--- src/hw/rtl/ftq_pkg.sv ---
// Shared types and codes for the flow-controlled transmit queue.
// No dependencies.
package ftq_pkg;

  typedef enum logic [1:0] {
    OP_SEND = 2'd0,
    OP_DONE = 2'd1,
    OP_FLOW = 2'd2,
    OP_CTX  = 2'd3
  } ftq_op_t;

  typedef enum logic [2:0] {
    ST_NONE      = 3'd0,
    ST_CONTINUE  = 3'd1,
    ST_STOP      = 3'd2,
    ST_DISCONN   = 3'd3,
    ST_TOO_LARGE = 3'd4
  } ftq_status_t;

  typedef enum logic [1:0] {
    CFG_HIGH_MARK = 2'd0,
    CFG_MAX_LEN   = 2'd1,
    CFG_SHUTDOWN  = 2'd2
  } ftq_cfg_idx_t;

  typedef enum logic {
    S_IDLE,
    S_EXEC
  } ftq_state_t;

  typedef struct packed {
    logic load;
    logic exec;
  } ftq_cmd_t;

  typedef struct packed {
    logic out_busy;
  } ftq_stat_t;

  localparam int unsigned MarkWidth      = 5;
  localparam int unsigned LenWidth       = 16;
  localparam int unsigned TagWidth       = 16;
  localparam logic [4:0]  MarkReset      = 5'd1;
  localparam logic [15:0] MaxLenReset    = 16'd1500;

endpackage

--- src/hw/rtl/ftq_ram.sv ---
// Generic single-write, single-read RAM with registered read data.
// No dependencies.
module ftq_ram #(
  parameter int unsigned WIDTH = 16,
  parameter int unsigned DEPTH = 16
) (
  input  logic                     clk,
  input  logic                     we,
  input  logic [$clog2(DEPTH)-1:0] waddr,
  input  logic [WIDTH-1:0]         wdata,
  input  logic [$clog2(DEPTH)-1:0] raddr,
  output logic [WIDTH-1:0]         rdata
);

  logic [WIDTH-1:0] mem [DEPTH];

  always_ff @(posedge clk) begin
    if (we) begin
      mem[waddr] <= wdata;
    end
    rdata <= mem[raddr];
  end

endmodule

--- src/hw/rtl/ftq_ctrl.sv ---
// Controller: sequences accept and execute of one event at a time.
// Depends on ftq_pkg.
module ftq_ctrl (
  input  logic              clk,
  input  logic              rst,
  input  logic              in_valid,
  output logic              in_ready,
  input  ftq_pkg::ftq_stat_t stat,
  output ftq_pkg::ftq_cmd_t  cmd
);
  import ftq_pkg::*;

  ftq_state_t state, state_next;

  always_ff @(posedge clk) begin
    if (rst) begin
      state <= S_IDLE;
    end else begin
      state <= state_next;
    end
  end

  always_comb begin
    state_next = state;
    in_ready   = 1'b0;
    cmd        = '0;
    unique case (state)
      S_IDLE: begin
        in_ready = 1'b1;
        if (in_valid) begin
          cmd.load   = 1'b1;
          state_next = S_EXEC;
        end
      end
      S_EXEC: begin
        if (!stat.out_busy) begin
          cmd.exec   = 1'b1;
          state_next = S_IDLE;
        end
      end
      default: state_next = S_IDLE;
    endcase
  end

endmodule

--- src/hw/rtl/ftq_datapath.sv ---
// Datapath: config registers, link/flow flags, tag FIFO pointers, result register.
// Depends on ftq_pkg and ftq_ram.
module ftq_datapath #(
  parameter int unsigned QUEUE_DEPTH = 16
) (
  input  logic                clk,
  input  logic                rst,
  input  logic                cfg_valid,
  input  logic [1:0]          cfg_index,
  input  logic [15:0]         cfg_data,
  input  logic [39:0]         in_data,
  input  logic [1:0]          in_user,
  input  logic                out_ready,
  output logic                out_valid,
  output logic [31:0]         out_data,
  input  ftq_pkg::ftq_cmd_t   cmd,
  output ftq_pkg::ftq_stat_t  stat
);
  import ftq_pkg::*;

  localparam int unsigned PW = (QUEUE_DEPTH > 1) ? $clog2(QUEUE_DEPTH) : 1;
  localparam int unsigned CW = $clog2(QUEUE_DEPTH + 1);
  localparam int unsigned MW = (CW > MarkWidth) ? CW : MarkWidth;
  localparam logic [PW-1:0] LastSlot = PW'(QUEUE_DEPTH - 1);
  localparam logic [CW-1:0] FullCount = CW'(QUEUE_DEPTH);

  // config
  logic [MarkWidth-1:0] high_mark;
  logic [LenWidth-1:0]  max_len;
  logic                 shutdown;

  always_ff @(posedge clk) begin
    if (rst) begin
      high_mark <= MarkReset;
      max_len   <= MaxLenReset;
      shutdown  <= 1'b0;
    end else if (cfg_valid) begin
      unique case (cfg_index)
        CFG_HIGH_MARK: high_mark <= cfg_data[MarkWidth-1:0];
        CFG_MAX_LEN:   max_len   <= cfg_data;
        CFG_SHUTDOWN:  shutdown  <= cfg_data[0];
        default: ;
      endcase
    end
  end

  // latched event
  ftq_op_t             op_q;
  logic [TagWidth-1:0] tag_q;
  logic [LenWidth-1:0] len_q;
  logic                flag_q;

  always_ff @(posedge clk) begin
    if (cmd.load) begin
      op_q   <= ftq_op_t'(in_user);
      tag_q  <= in_data[15:0];
      len_q  <= in_data[31:16];
      flag_q <= in_data[32];
    end
  end

  // state
  logic          busy, flow, ctx;
  logic [PW-1:0] head, tail;
  logic [CW-1:0] count;
  logic          busy_next, flow_next, ctx_next;
  logic [PW-1:0] head_next, tail_next;
  logic [CW-1:0] count_next;

  logic [TagWidth-1:0] rdata;
  logic                we;

  ftq_ram #(
    .WIDTH(TagWidth),
    .DEPTH(QUEUE_DEPTH)
  ) u_tag_ram (
    .clk  (clk),
    .we   (we),
    .waddr(tail),
    .wdata(tag_q),
    .raddr(head),
    .rdata(rdata)
  );

  function automatic logic [PW-1:0] inc_slot(input logic [PW-1:0] p);
    return (p == LastSlot) ? '0 : PW'(p + PW'(1));
  endfunction

  function automatic logic mark_hit(input logic [CW-1:0] c, input logic [MarkWidth-1:0] m);
    return MW'(c) >= MW'(m);
  endfunction

  ftq_status_t         st;
  logic                dv, ru, ovf, do_resume;
  logic [TagWidth-1:0] dt;
  logic [CW-1:0]       count_inc;

  assign count_inc = CW'(count + CW'(1));

  always_comb begin
    busy_next  = busy;
    flow_next  = flow;
    ctx_next   = ctx;
    head_next  = head;
    tail_next  = tail;
    count_next = count;
    we         = 1'b0;
    st         = ST_NONE;
    dv         = 1'b0;
    dt         = '0;
    ru         = 1'b0;
    ovf        = 1'b0;
    do_resume  = 1'b0;
    unique case (op_q)
      OP_SEND: begin
        if (shutdown) begin
          st = ST_DISCONN;
        end else if (len_q > max_len) begin
          st = ST_TOO_LARGE;
        end else if (busy) begin
          if (count == FullCount) begin
            ovf = 1'b1;
            st  = ST_STOP;
          end else begin
            we         = cmd.exec;
            tail_next  = inc_slot(tail);
            count_next = count_inc;
            st         = mark_hit(count_inc, high_mark) ? ST_STOP : ST_CONTINUE;
          end
        end else begin
          dv        = 1'b1;
          busy_next = 1'b1;
          if (count != '0) begin
            dt        = rdata;
            head_next = inc_slot(head);
            tail_next = inc_slot(tail);
            we        = cmd.exec;
          end else begin
            dt = tag_q;
          end
          st = mark_hit(count, high_mark) ? ST_STOP : ST_CONTINUE;
        end
      end
      OP_DONE: begin
        busy_next = 1'b0;
        do_resume = ctx && !flow;
      end
      OP_FLOW: begin
        if (flow != flag_q) begin
          flow_next = flag_q;
          if (!flag_q) begin
            do_resume = ctx && !busy;
          end else begin
            head_next  = '0;
            tail_next  = '0;
            count_next = '0;
          end
        end
      end
      OP_CTX: begin
        if (ctx != flag_q) begin
          ctx_next = flag_q;
          if (flag_q) begin
            do_resume = !flow && !busy;
          end else begin
            head_next  = '0;
            tail_next  = '0;
            count_next = '0;
          end
        end
      end
      default: ;
    endcase
    if (do_resume) begin
      if (count != '0) begin
        dt         = rdata;
        dv         = 1'b1;
        head_next  = inc_slot(head);
        count_next = CW'(count - CW'(1));
        busy_next  = 1'b1;
      end
      ru = (count_next == '0);
    end
  end

  always_ff @(posedge clk) begin
    if (rst) begin
      busy  <= 1'b0;
      flow  <= 1'b0;
      ctx   <= 1'b1;
      head  <= '0;
      tail  <= '0;
      count <= '0;
    end else if (cmd.exec) begin
      busy  <= busy_next;
      flow  <= flow_next;
      ctx   <= ctx_next;
      head  <= head_next;
      tail  <= tail_next;
      count <= count_next;
    end
  end

  // result register
  always_ff @(posedge clk) begin
    if (rst) begin
      out_valid <= 1'b0;
    end else if (cmd.exec) begin
      out_valid <= 1'b1;
    end else if (out_ready) begin
      out_valid <= 1'b0;
    end
  end

  always_ff @(posedge clk) begin
    if (cmd.exec) begin
      out_data <= {5'd0, ovf, MarkWidth'(count_next), ru, dt, dv, st};
    end
  end

  assign stat.out_busy = out_valid && !out_ready;

endmodule

--- src/hw/rtl/flow_controlled_tx_queue_top.sv ---
// Top level of the flow-controlled transmit queue.
// Depends on ftq_pkg, ftq_ctrl, ftq_datapath, ftq_ram.
//
// One event beat in, one result beat out. Each event has an accept cycle, in
// which the tag RAM reads the FIFO head, and an execute cycle, which updates
// flags, pointers and RAM and loads the result register. The next event is
// taken the cycle after execute, so no new event is accepted before the last
// one has executed; execute waits while an earlier result is still held
// untaken in the result register. Config writes are always ready and take
// effect at once; they are meant to be written while no event is in flight.
// The tag FIFO holds QUEUE_DEPTH entries and needs no clearing after reset.
module flow_controlled_tx_queue_top #(
  parameter int unsigned QUEUE_DEPTH = 16
) (
  input  logic        clk,
  input  logic        rst,
  input  logic        cfg_valid,
  output logic        cfg_ready,
  input  logic [1:0]  cfg_index,
  input  logic [15:0] cfg_data,
  input  logic        s_tvalid,
  output logic        s_tready,
  input  logic [39:0] s_tdata,   // packet_tag, payload_length, flag_value, zero pad
  input  logic [1:0]  s_tuser,   // operation
  output logic        m_tvalid,
  input  logic        m_tready,
  output logic [31:0] m_tdata    // status, dispatch_valid, dispatch_tag, resume_upper,
                                 // queue_count, overflow, zero pad
);
  import ftq_pkg::*;

  ftq_cmd_t  cmd;
  ftq_stat_t stat;

  assign cfg_ready = 1'b1;

  ftq_ctrl u_ctrl (
    .clk     (clk),
    .rst     (rst),
    .in_valid(s_tvalid),
    .in_ready(s_tready),
    .stat    (stat),
    .cmd     (cmd)
  );

  ftq_datapath #(
    .QUEUE_DEPTH(QUEUE_DEPTH)
  ) u_datapath (
    .clk      (clk),
    .rst      (rst),
    .cfg_valid(cfg_valid),
    .cfg_index(cfg_index),
    .cfg_data (cfg_data),
    .in_data  (s_tdata),
    .in_user  (s_tuser),
    .out_ready(m_tready),
    .out_valid(m_tvalid),
    .out_data (m_tdata),
    .cmd      (cmd),
    .stat     (stat)
  );

endmodule

--- config.mk ---
export PLATFORM = sky130hd
export DESIGN_NAME = flow_controlled_tx_queue_top
export DESIGN_NICKNAME = d
export VERILOG_FILES = /design/src/hw/rtl/ftq_pkg.sv /design/src/hw/rtl/ftq_ram.sv /design/src/hw/rtl/ftq_ctrl.sv /design/src/hw/rtl/ftq_datapath.sv /design/src/hw/rtl/flow_controlled_tx_queue_top.sv
export SDC_FILE = /design/constraint.sdc
export NUM_CORES = 1
export LEC_CHECK = 0
export ABC_AREA = 1
export BUFFER_PORTS_ARGS = -buffer_cell sky130_fd_sc_hd__buf_4
export CAP_MARGIN = 20
export CELL_PAD_IN_SITES_DETAIL_PLACEMENT = 0
export CELL_PAD_IN_SITES_GLOBAL_PLACEMENT = 1
export CORE_ASPECT_RATIO = 2
export CORE_MARGIN = 10
export CORE_UTILIZATION = 25
export CTS_CLUSTER_DIAMETER = 40
export CTS_CLUSTER_SIZE = 24
export DETAILED_ROUTE_END_ITERATION = 8
export PLACE_DENSITY = 0.46
export SLEW_MARGIN = 15
export SYNTH_ARGS = -nofsm -noshare
export SYNTH_HDL_FRONTEND = slang
export SYNTH_SLANG_ARGS = --single-unit
--- constraint.sdc ---
create_clock -name clk -period 4.91 [get_ports clk]
set_clock_uncertainty 0.1 [all_clocks]
set_input_delay 0.2455 -clock clk [delete_from_list [all_inputs] [get_ports clk]]
set_output_delay 0.2455 -clock clk [all_outputs]
set_load 0.01 [all_outputs]
==> impl_metrics.toml <==
[detailed_routing]
routed_via_density = 4.57
wl_per_cell_um = 21.5
vias = 10189
drcViolationCount = 0
routed_wl_mm = 47.9
dr.pass1.iters = 5
drt_iter0_drc = 564
antenna_left = 0

[yosys]
synthCells = 1277
synth_common_cells = "318 x edfxtp_1, 174 x nor2_1, 160 x o21ai_0"
ys_seq_elements = 374
synth_top_cell_area_share_pct = 62.6
synth_cell_types = 40
postSynthAreaPerCell_sq_um = 11.9
yosysSeqAreaShare_pct = 70.0
synth-edff-count = 318
yosys.area.top_type = "edfxtp_1"
synth.most_common_cell = "edfxtp_1"
synth_area_sq_mm = 0.0152
yosysWarnings = 0
synth_ff_type = "edfxtp_1"
netlist_top_cells_area = "edfxtp_1 63%, dfxtp_1 7.4%, o21ai_0 5.3%"
async_reset_ff_share_pct = 0

[hold_path]
hold_path.class = "input pin to register"

[finish]
final_nets = 1517
synthToLayoutAreaGrowth_pct = 22.9
diodes = 0
design_area_sq_mm = 0.0187
drive_gt1_share_pct = 14.6
fill_cells = 6078
fin_util_pct = 30.9

[timing]
slew_headroom_pct = 31.9
tightest_slew_ns = 1.02
rsz0062_at_grt = "false"
maxSlewViolCount = 0
fin_crit_sh_pct = 70.0
fin_crit_ns = 3.44
final-hold-violation-count = 0
tns_ns = 0
max_freq_mhz = 291
finalSetupViolCount = 0

[clocking]
clk_pin_slew_worst_paths_ns = 0.07
cts_tree = "built"
cts-root-buf = "clkbuf_16"
cts.sinks = 374
insertion_delay_ns = 0.56
clk_path_buf_depth = 3
h-tree-depth = 2
post_cts_buffers = 0
cts_buffers = 37

[power_and_ir_drop]
powerDensity_mw_per_mm2 = 373
power_leakage_nw = 6.69
ir_drop_uv = 273
p_total_mw = 6.98

[die]
pin_count = 100
fp.dieH_um = 369
fp-row-count = 128
die_w_um = 195
dieArea_sq_mm = 0.0719
core_area_sq_mm = 0.0607
start_util_pct = 25.1

[flow_run]
drv_cap = 0

[placement]
dp_hpwl_mm = 30.1
placed_area_sq_mm = 0.0168
place.gp.congestion = 0.753
port_buffers = 86

[global_route]
first_global_vias = 10773
grt_antenna_before_repair = 0
grt_overflow = 0
grt_use_total_pct = 13.1
grt_max_degree = 79
grt_pass1_wl_mm = 70.6

[setup_path]
critical_path_class = "register to register"
critPathLaunchType = "register"
cp.arrival_ns = 3.58
path_max_fanout = 11
end_kind = "register"
cp.required_ns = 5.06

[run_status]
status = "finished, final reports clean"
==> cells in the final DEF (no fill, tap or decap), drive strengths merged <==
cell and instances:
o311ai 1, clkinv 12, conb 6, inv 83, clkbuf 41, nor3 5
nand2 163, or2 1, nor2 178, a31oi 1, a21o 1, a21oi 51
o221ai 39, o21ai 161, o21a 2, bufinv 3, o22ai 25, nand3 45
ha 33, clkinvlp 4, nor4 2, buf 112, o21bai 1, xnor2 2
xor2 3, a21boi 1, o211ai 32, dfxtp 56, a211oi 1, a311oi 1
dlygate4sd3 58, edfxtp 318, nand4 6
==> final timing paths <==
| path | start | endpoint | slack [ns] | cells past startpoint |
|---|---|---|---|---|
| setup / recovery | u_datapath.len_q[11]$_DFFE_PP_ | u_datapath.u_tag_ram.mem[12][8]$_DFFE_PP_ | 1.47 | 13 |
| hold / removal | s_tdata[17] | u_datapath.len_q[1]$_DFFE_PP_ | 0.30 | 2 |
| setup reg to reg | u_datapath.len_q[11]$_DFFE_PP_ | u_datapath.u_tag_ram.mem[12][8]$_DFFE_PP_ | 1.47 | 13 |
| hold reg to reg | u_datapath.max_len[9]$_SDFFE_PP0P_ | u_datapath.max_len[9]$_SDFFE_PP0P_ | 0.36 | 2 |
==> stage by stage <==
stage | worst slack, ns | hold slack [ns] | instances
after detailed placement | 1.30 | 0.325 | 2102
after floorplan | 2.01 | 0.244 | 1281
after global placement | 1.27 | 0.324 | 2102
after CTS | 1.30 | 0.269 | 2228
after global routing | 1.09 | 0.286 | 2228
final | 1.47 | 0.305 | 2228
==> sequential cells by signal, summed over array words and instances (netlist names) <==
name                        cells
u_datapath.u_tag_ram.mem      256
u_datapath.u_tag_ram.rdata     16
u_datapath.op_q                 2
u_datapath.flow                 1
u_ctrl.state                    1
u_datapath.tail                 4
u_datapath.head                 4
u_datapath.high_mark            5
u_datapath.shutdown             1
u_datapath.flag_q               1
u_datapath.out_data            27
u_datapath.busy                 1
u_datapath.max_len             16
u_datapath.tag_q               16
u_datapath.count                5
u_datapath.len_q               16
u_datapath.out_valid            1
u_datapath.ctx                  1
==> worst max-delay path, cell delays in order, from the launching register on <==
cell,delay [ns]
edfxtp_1,0.36
ha_1,0.33
a21oi_1,0.16
nand2_1,0.11
a21oi_1,0.22
nand2_1,0.10
nand2_2,0.19
nand2_2,0.19
nor2_1,0.17
nand3_1,0.13
inv_1,0.15
nand2_1,0.16
nor2_2,0.41
buf_4,0.34
==> final cells by class <==
class / instances / area [sq um] / area share [%]
flip-flops and latches: 374 / 10700 / 57.0
clock buffers: 41 / 983 / 5.25
repair buffers: 170 / 1430 / 7.65
well taps: 780 / 976 / 5.21
clock inverters: 27 / 333 / 1.78
inverters: 75 / 283 / 1.51
multi-input cells: 761 / 4050 / 21.6
==> where the power goes <==
group          switching (mW)  total (mW)  internal, mW
Clock                    1.40        3.08          1.68
Combinational           0.205       0.341         0.136
Sequential             0.0645        3.56          3.50
Total                    1.67        6.98          5.32
==> cells by family (layout without fill, tap and decap cells) <==
logic type / count (synthesis) / after routing / synth area share [%]
fa+ha+maj: 33 / 33 / 2.71
compound gates: 317 / 317 / 12.4
xor+xnor: 5 / 5 / 0.287
simple gates: 400 / 400 / 10.7
buf+inv: 146 / 313 / 3.89
flops: 374 / 374 / 70.0
other cells: 2 / 6 / 0.0493
==> timing repair <==
item | 4_1_cts | 5_1_grt
hold endpoints to repair | 65 | 0
hold buffers | 58 | 0
gates resized for setup | 0 | 0
==> metal layers <==
metal	part of all wire, %	track usage (%)	up-vias
met5	0	0	-
met4	3.3	5.23	0
met3	3.3	1.83	65
met2	57	26.0	200
met1	37	13.3	5034
li1	-	-	4890
Power figures use the tool's default switching activity.
